## config.mk

```make
export PLATFORM = sky130hd
export DESIGN_NAME = sync_checksum_frame_parser
export DESIGN_NICKNAME = d
export VERILOG_FILES = /design/src/sv/scfp_pkg.sv /design/src/sv/sync_checksum_frame_parser.sv /design/src/sv/scfp_frame_fsm.sv /design/src/sv/scfp_cmd_hold.sv
export SDC_FILE = /design/constraint.sdc
export NUM_CORES = 1
export LEC_CHECK = 0
export BUFFER_PORTS_ARGS = -buffer_cell sky130_fd_sc_hd__buf_2
export CORE_MARGIN = 3
export CORE_UTILIZATION = 57
export CTS_CLUSTER_DIAMETER = 60
export DETAILED_ROUTE_END_ITERATION = 6
export PLACE_DENSITY = 0.85
export SYNTH_ARGS = -nofsm -noshare
export SYNTH_HDL_FRONTEND = slang
export SYNTH_HIERARCHICAL = 1
export SYNTH_SLANG_ARGS = --single-unit
```

## constraint.sdc

```tcl
create_clock -name clk -period 3.9 [get_ports clk]
set_input_delay 0.78 -clock clk [delete_from_list [all_inputs] [get_ports clk]]
set_output_delay 0.78 -clock clk [all_outputs]
set_load 0.05 [all_outputs]
```

## src/sv/scfp_pkg.sv

```systemverilog
// Shared types and constants for the sync/checksum frame parser.
// No dependencies; imported by every module of the block.
`timescale 1ns / 1ps
package scfp_pkg;

	localparam logic [7:0] SYNC_FIRST    = 8'h5A;
	localparam logic [7:0] SYNC_SECOND   = 8'hA5;
	localparam int unsigned PAYLOAD_BYTES = 8;
	localparam logic [7:0] EXP_ALL_ONES  = 8'hFF;

	localparam int unsigned PAYLOAD_W = PAYLOAD_BYTES * 8;
	localparam int unsigned CNT_W     = $clog2(PAYLOAD_BYTES);
	localparam logic [CNT_W-1:0] PAYLOAD_LAST = CNT_W'(PAYLOAD_BYTES - 1);
	// both sync bytes already folded into the sum
	localparam logic [7:0] SUM_SEED = 8'(SYNC_FIRST + SYNC_SECOND);

	typedef enum logic [1:0] {
		FR_HUNT,
		FR_SYNC2,
		FR_PAYLOAD,
		FR_CHECK
	} frame_state_t;

	typedef enum logic [1:0] {
		ST_ACCEPTED   = 2'd0,
		ST_SUM_ERR    = 2'd1,
		ST_NOT_FINITE = 2'd2
	} frame_status_t;

	typedef struct packed {
		logic                 fire;
		logic                 sum_ok;
		logic [PAYLOAD_W-1:0] payload;
	} frame_end_t;

endpackage

```

## src/sv/sync_checksum_frame_parser.sv

```systemverilog
// A result is registered once the checksum byte has passed the input register (byte_s1).
// Throughput: one byte per cycle; input is held off only when a frame ends
// while the result register is still full and stalled.
// Reset (arst_n, async, active low): hunt state, sum and held command cleared.
// Uses scfp_pkg, scfp_frame_fsm and scfp_cmd_hold.
`timescale 1ns / 1ps
module sync_checksum_frame_parser import scfp_pkg::*; (
	input  logic        clk,
	input  logic        arst_n,
	input  logic        rx_valid,
	output logic        rx_stall,
	input  logic [7:0]  rx_byte,
	output logic        res_valid,
	input  logic        res_stall,
	output logic [1:0]  frame_status,
	output logic [31:0] cmd_y_bits,
	output logic [31:0] cmd_z_bits,
	output logic        cmd_present
);

	logic       vld_s1;
	logic [7:0] byte_s1;
	logic       go;
	logic       at_check;
	frame_end_t frame_end;

	// only the checksum byte needs room in the result register
	assign go       = vld_s1 && !(at_check && res_valid && res_stall);
	assign rx_stall = vld_s1 && !go;

	always_ff @(posedge clk or negedge arst_n) begin
		if (!arst_n)
			vld_s1 <= 1'b0;
		else if (!rx_stall)
			vld_s1 <= rx_valid;
	end

	always_ff @(posedge clk) begin
		if (rx_valid && !rx_stall)
			byte_s1 <= rx_byte;
	end

	scfp_frame_fsm u_frame (
		.clk       (clk),
		.arst_n    (arst_n),
		.go        (go),
		.byte_s1   (byte_s1),
		.at_check  (at_check),
		.frame_end (frame_end)
	);

	scfp_cmd_hold u_cmd (
		.clk          (clk),
		.arst_n       (arst_n),
		.frame_end    (frame_end),
		.res_stall    (res_stall),
		.res_valid    (res_valid),
		.frame_status (frame_status),
		.cmd_y_bits   (cmd_y_bits),
		.cmd_z_bits   (cmd_z_bits),
		.cmd_present  (cmd_present)
	);

endmodule

```

## src/sv/scfp_frame_fsm.sv

```systemverilog
// Frame tracker: sync hunt, payload shift register and running checksum.
// Depends on scfp_pkg.
`timescale 1ns / 1ps
module scfp_frame_fsm import scfp_pkg::*; (
	input  logic       clk,
	input  logic       arst_n,
	input  logic       go,
	input  logic [7:0] byte_s1,
	output logic       at_check,
	output frame_end_t frame_end
);

	frame_state_t         state_q, state_d;
	logic [CNT_W-1:0]     cnt_q, cnt_d;
	logic [7:0]           sum_q, sum_d;
	logic [PAYLOAD_W-1:0] payload_q;
	logic                 load;

	always_comb begin
		state_d = state_q;
		if (go) begin
			case (state_q)
				FR_HUNT: begin
					if (byte_s1 == SYNC_FIRST)
						state_d = FR_SYNC2;
				end
				FR_SYNC2: begin
					if (byte_s1 == SYNC_SECOND)
						state_d = FR_PAYLOAD;
					else if (byte_s1 != SYNC_FIRST)
						state_d = FR_HUNT;
				end
				FR_PAYLOAD: begin
					if (cnt_q == PAYLOAD_LAST)
						state_d = FR_CHECK;
				end
				FR_CHECK: state_d = FR_HUNT;
				default:  state_d = FR_HUNT;
			endcase
		end
	end

	always_comb begin
		sum_d             = sum_q;
		cnt_d             = cnt_q;
		load              = 1'b0;
		frame_end.fire    = 1'b0;
		frame_end.sum_ok  = (byte_s1 == sum_q);
		frame_end.payload = payload_q;
		if (go) begin
			case (state_q)
				FR_HUNT: sum_d = '0;
				FR_SYNC2: begin
					if (byte_s1 == SYNC_SECOND) begin
						sum_d = SUM_SEED;
						cnt_d = '0;
					end
				end
				FR_PAYLOAD: begin
					sum_d = sum_q + byte_s1;
					cnt_d = cnt_q + 1'b1;
					load  = 1'b1;
				end
				FR_CHECK: begin
					frame_end.fire = 1'b1;
					sum_d          = '0;
				end
				default: sum_d = '0;
			endcase
		end
	end

	assign at_check = (state_q == FR_CHECK);

	always_ff @(posedge clk or negedge arst_n) begin
		if (!arst_n) begin
			state_q <= FR_HUNT;
			cnt_q   <= '0;
			sum_q   <= '0;
		end else begin
			state_q <= state_d;
			cnt_q   <= cnt_d;
			sum_q   <= sum_d;
		end
	end

	// byte 0 ends up in the low lane after the last shift
	always_ff @(posedge clk) begin
		if (load)
			payload_q <= {byte_s1, payload_q[PAYLOAD_W-1:8]};
	end

endmodule

```

## src/sv/scfp_cmd_hold.sv

```systemverilog
// Frame verdict, held command registers and the result register.
// Depends on scfp_pkg.
`timescale 1ns / 1ps
module scfp_cmd_hold import scfp_pkg::*; (
	input  logic        clk,
	input  logic        arst_n,
	input  frame_end_t  frame_end,
	input  logic        res_stall,
	output logic        res_valid,
	output logic [1:0]  frame_status,
	output logic [31:0] cmd_y_bits,
	output logic [31:0] cmd_z_bits,
	output logic        cmd_present
);

	logic [31:0]   y, z;
	logic          y_fin, z_fin;
	frame_status_t status_d, status_q;
	logic          res_valid_q;
	logic [31:0]   held_y_q, held_z_q;
	logic          held_valid_q;

	assign y     = frame_end.payload[31:0];
	assign z     = frame_end.payload[63:32];
	assign y_fin = (y[30:23] != EXP_ALL_ONES);
	assign z_fin = (z[30:23] != EXP_ALL_ONES);

	always_comb begin
		if (!frame_end.sum_ok)
			status_d = ST_SUM_ERR;
		else if (!y_fin || !z_fin)
			status_d = ST_NOT_FINITE;
		else
			status_d = ST_ACCEPTED;
	end

	// a frame end only fires when the result register is free, so the held
	// command never changes under a stalled result
	always_ff @(posedge clk or negedge arst_n) begin
		if (!arst_n) begin
			res_valid_q  <= 1'b0;
			status_q     <= ST_ACCEPTED;
			held_y_q     <= '0;
			held_z_q     <= '0;
			held_valid_q <= 1'b0;
		end else begin
			if (frame_end.fire) begin
				res_valid_q <= 1'b1;
				status_q    <= status_d;
				if (status_d == ST_ACCEPTED) begin
					held_y_q     <= y;
					held_z_q     <= z;
					held_valid_q <= 1'b1;
				end
			end else if (!res_stall) begin
				res_valid_q <= 1'b0;
			end
		end
	end

	assign res_valid    = res_valid_q;
	assign frame_status = status_q;
	assign cmd_y_bits   = held_y_q;
	assign cmd_z_bits   = held_z_q;
	assign cmd_present  = held_valid_q;

endmodule

```

Word level (Yosys, flattened, before mapping)
Cells that the tools add are included.
{"block": "word_totals", "register_bits": 154, "latch_bits": 0, "ramBits": 0, "mem_bits_ro": 0, "input_bits": 12, "elab_cells": 64, "mem_count": 0}
{"block": "op_classes", "add_sub_neg": 2, "multipliers": 0, "div_mod_pow": 0, "magnitude_cmp": 0, "eq_ne": 15, "n_shift": 0, "muxes": 17, "bitwise": 0, "reduce_logical": 19}
{"op": "8-bit case mux with 3 select lines", "count": 1}
{"op": "8-bit != test, second input constant", "count": 2}
{"op": "2-bit 2-to-1 mux", "count": 6}
{"op": "8-bit adder", "count": 1}
{"op": "8-bit by 7-bit equality test with 1-bit output, second input constant", "count": 1}
{"op": "8-bit equality test", "count": 1}
{"op": "8-bit equality test, second input constant", "count": 1}
{"op": "8-bit 2-to-1 mux", "count": 1}
{"op": "2-bit by 1-bit != test with 1-bit output, second input constant", "count": 4}
{"op": "8-bit by 7-bit != test with 1-bit output, second input constant", "count": 1}
{"op": "2-bit case mux with 4 select lines", "count": 1}
{"op": "1-bit 2-to-1 mux", "count": 6}
{"op": "3-bit case mux with 2 select lines", "count": 1}
{"op": "1-bit logical AND", "count": 5}
{"op": "1-bit logical NOT", "count": 5}
{"op": "2-bit equality test, second input constant", "count": 2}
{"op": "2-bit logical NOT", "count": 2}
{"op": "2-bit AND reduction", "count": 2}
{"op": "4-bit AND reduction", "count": 1}
{"op": "3-bit by 1-bit adder with 3-bit output, second input constant", "count": 1}
{"op": "3-bit equality test, second input constant", "count": 1}
{"op": "3-bit 2-to-1 mux", "count": 1}
{"op": "3-bit by 1-bit != test with 1-bit output, second input constant", "count": 1}
{"op": "3-bit AND reduction", "count": 1}
{"op": "other kinds (4)", "count": 4}

Depth between registers and ports, before layout
Gate-level depths: netlist (run 1).
{"block": "logic_depth", "ltp_word": 9, "mapped_depth": 9, "ltp_nobuf": 7}

Cells and area by module
Netlist (run 1), hierarchy kept.
{"mod": "scfp_frame_fsm", "instances": 1, "cells_each": 181, "area_each_um2": 3026.7, "seq_area_each_um2": 2247.2}
{"mod": "scfp_cmd_hold", "instances": 1, "cells_each": 154, "area_each_um2": 2766.4, "seq_area_each_um2": 1701.6}
{"mod": "sync_checksum_frame_parser", "instances": 1, "cells_each": 15, "area_each_um2": 297.8, "seq_area_each_um2": 265.3}

Worst setup path after synthesis (run 1)
Ideal clock, no wire load.
{"block": "synth_timing", "kind": "input to register", "startpoint": "in res_stall", "endpoint": "reg u_frame.payload_q[0] (enable)", "setup_ns": 0.429, "t_arrival_ns": 2.670, "required_time_ns": 3.471, "slack_ns": 0.801, "cell_stages": 2, "cell_sequence": "a31oi_1 > and2_1"}
{"block": "synth_via", "elab_chain_len": 4}
{"element": "start, declared", "line_no": "sync_checksum_frame_parser.sv:14", "text": "input logic res_stall,"}
{"element": "1-bit logical AND", "line_no": "sync_checksum_frame_parser.sv:28", "text": "assign go = vld_s1 && !(at_check && res_valid && res_stall);"}
{"element": "1-bit logical NOT", "line_no": "sync_checksum_frame_parser.sv:28"}
{"element": "1-bit logical AND", "line_no": "sync_checksum_frame_parser.sv:28"}
{"element": "1-bit 2-to-1 mux", "line_no": "scfp_frame_fsm.sv:50", "text": "if (go) begin"}
{"element": "named net u_frame.load", "line_no": "scfp_frame_fsm.sv:17", "text": "logic load;"}
{"element": "end signal, assigned", "line_no": "scfp_frame_fsm.sv:90", "text": "payload_q <= {byte_s1, payload_q[PAYLOAD_W-1:8]};"}
{"element": "end, declared", "line_no": "scfp_frame_fsm.sv:16", "text": "logic [PAYLOAD_W-1:0] payload_q;"}
The timed path passes the listed nets, and every way through them passes these cells.
A chain may end at the register's enable or synchronous reset.

==> run summary, run 1 <==
The total number of placement rows came out at 37. The number of hold-repair buffers added at the cts stage is 0. The worst register-to-register path has a depth of 8.

The final routed DRC violation total came out at 0. The cell-internal power is 2.860 mW. The transition at the pin with the smallest max-transition slack is 1.028 ns. The die covers 0.01196 sq mm.

Global routing used 20.20% of the available tracks. For this run, the leading register cell type out of synthesis is dfrtp_1. The number of placed instances, taps included is 558.

Registers are responsible for 46.2% of the overall power. The pin count of the biggest net entering global routing is 83. The setup total negative slack came out at 0 ns. Combinational logic is responsible for 14.4% of the overall power.

The worst setup path is of the flip-flop to flip-flop kind. The die is 109.4 microns tall. The initial antenna violation count is 0.

The worst register-to-register path ends at u_cmd/cmd_y_bits[23]. The peak supply drop is 446.2 uV. The number of warnings printed during yosys synthesis came out at 6. The number of nets in the synthesized netlist is 377. The nature of the critical path startpoint is a flip-flop. The worst register-to-register path begins at byte_s1[2]. The number of buffers added on ports came out at 80. The antenna violation net count after detailed routing is 0. Once the floorplan was initialized, standard cells occupied 58.74% of the core. The post-route total power came out at 3.959 mW.

The number of enable flip-flop cells after synthesis is 72. Setup repair after global routing left no endpoint under its margin. Static timing analysis puts the maximum clock frequency at 341.8 MHz.

The number of antenna diodes in the final layout is 0. The most critical setup path has its startpoint at byte_s1[2]. The total count of hold-check failures in the final report is 0.

The period utilization is 75.02%. After technology mapping, the gate count stands at 350. The count of cell types in the netlist is 49. For flop-to-flop paths, the worst setup slack is 0.97 ns. The combined area of all synthesized cells came out at 0.006091 sq mm. The fraction of power spent switching nets is 27.76%. Subtracting the final worst setup slack from the clock period gives 2.926 ns. The clock edge transition at the registers on the reported setup and hold paths is 0.07 ns. The global-route wire length before repair is 18070 microns. The number of setup buffers added after CTS came out at 0. The net total in the final layout came out at 468. The insertion delay of the later-clocked pin in the worst-skew pair came out at 0.52 ns.

In this run the clock root is driven by a clkbuf_8. The number of fillers in the final layout is 695. The power density relative to cell area came out at 551.9 mW/mm^2. The core area came out at 0.01037 sq mm. The run finished with clean final reports. The total wire length came out at 11190 microns. The share of flip-flops with an asynchronous set or reset is 53.25%. The reported leakage power is 3.266 nW. The worst pin sits at a relative slew slack of 31.45%.

The number of gates resized after cts came out at 0. The filler-free cell count of the finished design came out at 590. The number of H-tree branching levels is 4. The horizontal die dimension is 109.4 microns.

The layout overhead on the synthesized area came out at 17.77%. The count of final setup violators came out at 0. The data arrival time at the worst-slack endpoint came out at 3.33 ns. After the first detailed-routing iteration, the DRC count stood at 284. TritonCTS built the clock tree. The via-per-instance ratio came out at 5.553. The clock sink count is 154. The critical path ends at u_cmd/cmd_y_bits[23]. At the worst endpoint, the required time is 4.30 ns. The total CTS buffers came out at 17.

The tightest min-delay check is of the primary input to async pin type. The number of slew-limit violations in the final report came out at 0. The sequential area share after synthesis came out at 69.19%. The number of global-route vias before repair is 3432.

The last weighted congestion value of the routability-driven placer came out at 0.9513. STA classifies the critical path endpoint as a flip-flop. The final HPWL from detailed placement came out at 7263 microns. The share of layout cells above drive strength 1 is 40.97%. The number of primary I/O pins came out at 81.

The part of the power in the clock network is 39.4%. The switching power is 1.099 mW. The reported max-cap violation count is 0.

The average routed wire per standard cell is 18.96 microns. Global routing finished with a remaining overflow of 0. The average instance area after synthesis came out at 17.40 sq um. The post-synthesis sequential element count came out at 154. The post-route clock skew is 0.01668 ns.

The largest fanout of any net on the critical path is 49. The number of detailed-routing iterations run before antenna repair came out at 5. The number of buffers on the longest clock path came out at 2. The total number of vias is 3276.
synthesized netlist by cell type, types with 2 or more instances:
cell	n	share of area, %
a32o_1	2	0.33
and2_1	5	0.51
a21o_1	5	0.62
nand2_1	11	0.68
mux2_4	49	12
mux2i_1	3	0.49
ha_1	14	2.9
nand3_1	2	0.16
a21oi_1	9	0.74
inv_1	6	0.37
a211oi_1	6	0.74
o211ai_1	3	0.37
nor2_1	10	0.62
o21ai_0	6	0.49
edfxtp_1	72	35
nand4bb_1	2	0.37
dfrtp_1	82	34
mux2_2	15	2.8
buf_2	2	0.16
buf_6	7	1.3
xnor2_1	4	0.58
nor4_1	2	0.21
nand4_1	6	0.62
o21ai_1	2	0.16
through the flow:
stage / setup slack (ns) / instance area [sq um] / hold slack (ns) / util, %
after global placement: 1.108 / 6606 / 0.4231 / 63.71
after global routing: 0.8927 / 7173 / 0.4127 / 69.17
after CTS: 1.015 / 7173 / 0.4125 / 69.17
final: 0.9743 / 7173 / 0.4281 / 69.17
after detailed placement: 1.072 / 6606 / 0.4318 / 63.71
after floorplan: 0.8011 / 6091 / 0.4204 / -
flip-flops by register name, indices dropped and copies added (netlist names), named ones only:
signal              flops
vld_s1                  1
byte_s1                 8
u_cmd/res_valid         1
u_cmd/cmd_z_bits       32
u_frame/cnt_q           3
u_frame/payload_q      64
u_cmd/frame_status      2
u_frame/state_q         1
u_cmd/cmd_y_bits       32
u_cmd/cmd_present       1
u_frame/sum_q           8
power by group through the flow:
stage / registers [mW] / clock network (mW) / logic (mW)
4_1_cts: 1.83 / 1.58 / 0.561
3_3_place_gp: 1.86 / 0 / 0.524
3_5_place_dp: 1.86 / 0 / 0.550
6_report: 1.83 / 1.56 / 0.570
2_1_floorplan: 1.89 / 0 / 0.380
5_1_grt: 1.84 / 1.66 / 0.630
metal layers:
metal / track usage [%] / part of all wire [%] / vias to the layer above
met5: 0 / 0 / -
met2: 33.48 / 52 / 115
met4: 6.233 / 1.2 / 0
met1: 25.88 / 42 / 1640
met3: 5.989 / 5.5 / 13
li1: - / - / 1508
final cells by class:
type                    count  area (sq um)  area share (%)
repair buffers             83         437.9           6.105
well taps                 136         170.2           2.372
flip-flops and latches    154          4214           58.75
clock buffers              17         414.1           5.774
inverters                   7         28.78          0.4012
clock inverters            15         152.6           2.128
multi-input cells         178          1755           24.47
kinds of logic after synthesis:
logic type	count (synthesis)	synth area share, %
flops	154	69.19
mux	67	15.35
simple gates	47	4.437
compound gates	45	5.136
buf+inv	18	2.116
fa+ha+maj	15	3.205
xor+xnor	4	0.5751
critical path, stage by stage, from the launching register on:
cell and delay [ns]:
edfxtp_1 0.45, ha_1 0.42, nor4_1 0.30, nand2_1 0.08
nor4_1 0.40, nand2_1 0.19, nor3_4 0.22, buf_12 0.32
mux2_2 0.38
how the worst min path moves through the flow:
stage,depth (start not counted),slack (ns),start,to
2_1_floorplan,0,0.42,u_frame/payload_q[31],u_frame/payload_q[23]
3_3_place_gp,0,0.42,u_frame/payload_q[36],u_frame/payload_q[28]
3_5_place_dp,0,0.43,u_frame/payload_q[34],u_frame/payload_q[26]
4_1_cts,1,0.41,rx_byte[7],byte_s1[7]
5_1_grt,1,0.41,rx_byte[7],byte_s1[7]
6_report,1,0.43,arst_n,u_cmd/cmd_y_bits[5]
cell usage in the layout, fill, tap and decap left out, types with 8 or more instances in the layout:
cell	instances
a21oi_1	9
buf_2	79
clkbuf_16	16
dfrtp_1	82
edfxtp_1	72
ha_1	14
inv_6	8
mux2_2	15
mux2_4	49
nand2_1	11
nor2_1	10
(Power assumes the default switching activity.)
==> run 2: changes to the inputs <==
- ABC_AREA: not set -> 1
- CORE_UTILIZATION: 57 -> 52
- PLACE_DENSITY: 0.85 -> 0.82
- clock period: 3.9 -> 2.64 ns (I/O delays scaled with it)
==> run summary, run 2 <==
The transition at the pin with the smallest max-transition slack came out at 0.8115 ns. The total nets after synthesis came out at 591. The largest fanout of any net on the critical path came out at 34.

The placed standard-cell area is 0.006764 sq mm. The data required time of the critical path is 2.99 ns. At the end of routability-driven placement, the weighted congestion stood at 0.8865.

The setup total negative slack is 0 ns. After floorplanning, the core was sized to cover 0.01156 sq mm. The die area is 0.01329 sq mm. The post-synthesis simple-gate area fraction came out at 22.53%. The antenna violation net count after detailed routing is 0.

Clock tree synthesis found a total of 154 sinks. The clock edge transition at the registers on the reported setup and hold paths is 0.06 ns. The number of warnings printed during yosys synthesis is 6. For this configuration, the core starts out at a cell density of 53.68%. Counting flops with an async set or reset pin after synthesis yields a share of 53.25%.

The final HPWL from detailed placement came out at 8736 microns. The synthesized design spends more area on one cell type than any other, namely edfxtp_1. The average instance area after synthesis is 11.01 sq um. Counting flops with a built-in enable in the synthesized netlist gives 72. The launch instance of the worst register-to-register path is byte_s1[2]. The number of detailed-routing iterations run before antenna repair came out at 5.

For this run, the top clock speed supported by timing is 450.4 MHz. The antenna diode count came out at 0. The reported leakage power came out at 3.633 nW. The number of slew-limit violations in the final report came to 0. Synthesis produced 564 cells. The total count of hold-check failures in the final report came out at 0. The data arrival time at the worst-slack endpoint came out at 2.57 ns. The layout overhead on the synthesized area is 17.75%. The first global-routing pass estimated 21340 microns of wire. The post-synthesis sequential element count came out at 154. Detailed routing inserted a total of 4406 vias. The average routed wire per standard cell is 16.20 microns.

The total wire length came out at 13000 microns. The die is 115.3 microns wide. The synthesized-area fraction occupied by adder cells came out at 3.144%. The most used flip-flop cell after synthesis is dfrtp_1. More flip-flops sit in one register than any other, and that register is u_frame/payload_q. The clock arrives with 0.009459 ns of skew. The global-route usage over all layers came out at 21.09%. The via-per-instance ratio is 5.494. The signal on the critical path passes through ha_1 > nor3_1 > nand4_1 > nor2_1 > nand2_1 > inv_2 > buf_4 > nand4_1 > nand2_1. The portion of synthesized cell area occupied by the leading cell type came out at 34.82%. Clock tree synthesis selected as its root buffer the cell clkbuf_16.

The count of final setup violators is 0. Counting I/O delays and the setup requirement, the final critical path takes 2.220 ns. The area share of xor/xnor cells in the synthesized design came out at 0.1411%.

The number of H-tree branching levels is 4. The number of gates resized after cts is 0. The number of global-route vias before repair is 4251.

The share of layout cells above drive strength 1 is 20.33%. After synthesis, the largest family of logic cells by area is simple AND/OR/NAND/NOR gates. STA classifies the critical path startpoint as a flip-flop. The total congestion overflow after global routing is 0. Leaving out fill and tap cells, the most frequent cell in the layout is nand2_1. The first element of the critical path is byte_s1[2].

The number of primary I/O pins came out at 81. The first routing iteration left 364 violations. The number of hold-repair buffers added at the cts stage came out at 0. The sequential area share after synthesis is 67.88%.

The total CTS buffers is 17. The portion of netlist area occupied by mux cells is 0%. The compound-cell area share of the yosys netlist came out at 1.814%. Setup repair after global routing left no endpoint under its margin. The kind of path behind the tightest hold check is primary input to async pin. The flow ran to the end, and the final reports show no timing, DRC or antenna violations.

Input and output buffers added on the ports amount to 80. The critical path capture point type is a flip-flop. Across the run, the number of max-cap violations was 0. The power density relative to cell area is 756.7 mW/mm^2. The combined area of all synthesized cells is 0.006208 sq mm. With fillers left out, the area of the finished cells amounts to 0.007311 sq mm.

The total number of placement rows is 39. The die height is 115.3 microns. Sorting the synthesized cells by area gives the leading types as edfxtp_1, dfrtp_1, nand2_1. TritonCTS built the clock tree.

The final routed DRC violation total came out at 0. Among all stages on the critical path, the largest delay is contributed by edfxtp_1. The top cell types in the final layout, fill and taps aside, are nand2_1, dfrtp_1, buf_2. The net total in the final layout is 673. No sink is reached through more buffers than the 2 on the longest clock path.

The flip-flop count of the largest register after layout is 64. The critical path in this run is classified as flip-flop to flip-flop. The initial antenna violation count is 0. The peak supply drop is 576.3 uV. The biggest cell delay along the critical path is 0.45 ns. The remaining max-slew budget at the tightest pin came out at 45.70%. Dividing the final minimum period by the clock period gives 84.10%. For the worst-skew pair, the clock arrives at the later sink with an insertion delay of 0.42 ns. In the synthesized netlist, the cells that appear most often are nand2_1, dfrtp_1, edfxtp_1. The count of cell types in the netlist is 27. The number of setup buffers added after CTS is 0.

Among all cell types in the netlist, the one instantiated most often is nand2_1. The pin count of the biggest net entering global routing is 45.
run 2: report_power, final:
group / internal (mW) / switching [mW]
Sequential: 2.59 / 0.0680
Combinational: 0.245 / 0.427
Clock: 1.31 / 0.887
Total: 4.15 / 1.38
run 2: cell families after synthesis:
logic type	count (synthesis)
xor+xnor	1
buf+inv	60
simple gates	315
fa+ha+maj	15
flops	154
compound gates	19
run 2: per-layer routing:
metal | up-vias | share of wire [%] | routed length (microns) | global-route usage (%)
li1 | 2083 | - | - | -
met1 | 2147 | 42 | 5470 | 26.98
met2 | 145 | 50 | 6543 | 33.91
met3 | 31 | 4.9 | 631 | 5.316
met4 | 0 | 2.7 | 350 | 10.02
met5 | - | 0 | 0 | 0
run 2: path summary, 6_finish.rpt:
kind	end	slack (ns)	cells past startpoint
max in group asynchronous	u_cmd/cmd_z_bits[16]	1.93	2
worst min register to register	u_frame/payload_q[9]	0.44	0
worst min-delay path	u_cmd/cmd_y_bits[22]	0.07	1
min in group clk	byte_s1[7]	0.28	1
worst max-delay path	u_cmd/cmd_z_bits[26]	0.42	9
worst max register to register	u_cmd/cmd_z_bits[26]	0.42	9
run 2: per-stage QoR:
stage / setup slack [ns] / power, mW / std cells / hold slack (ns) / utilization, %
floorplan: 0.2836 / 3.192 / 564 / 0.2324 / -
global placement: 0.5221 / 3.347 / 770 / 0.4286 / 58.49
detailed placement: 0.4510 / 3.368 / 770 / 0.4341 / 58.49
CTS: 0.4032 / 5.570 / 802 / 0.08139 / 63.22
global route: 0.2518 / 5.802 / 802 / 0.09417 / 63.22
finish: 0.4197 / 5.532 / 802 / 0.07329 / 63.22
run 2: worst max-delay path: cells and delay by family (launching register included):
family / cells / cell delay [ns]
adders and majority gates: 1 / 0.42
buffers and inverters: 2 / 0.46
DFF: 1 / 0.45
and+or+nand+nor: 6 / 0.82
run 2: layout make-up:
class	count	area, sq um
Tap cell	143	178.9
Fill cell	884	4254
Clock inverter	8	45.04
Timing Repair Buffer	92	530.5
Multi-Input combinational cell	350	1720
Clock buffer	24	501.7
Inverter	31	120.1
Sequential cell	154	4214
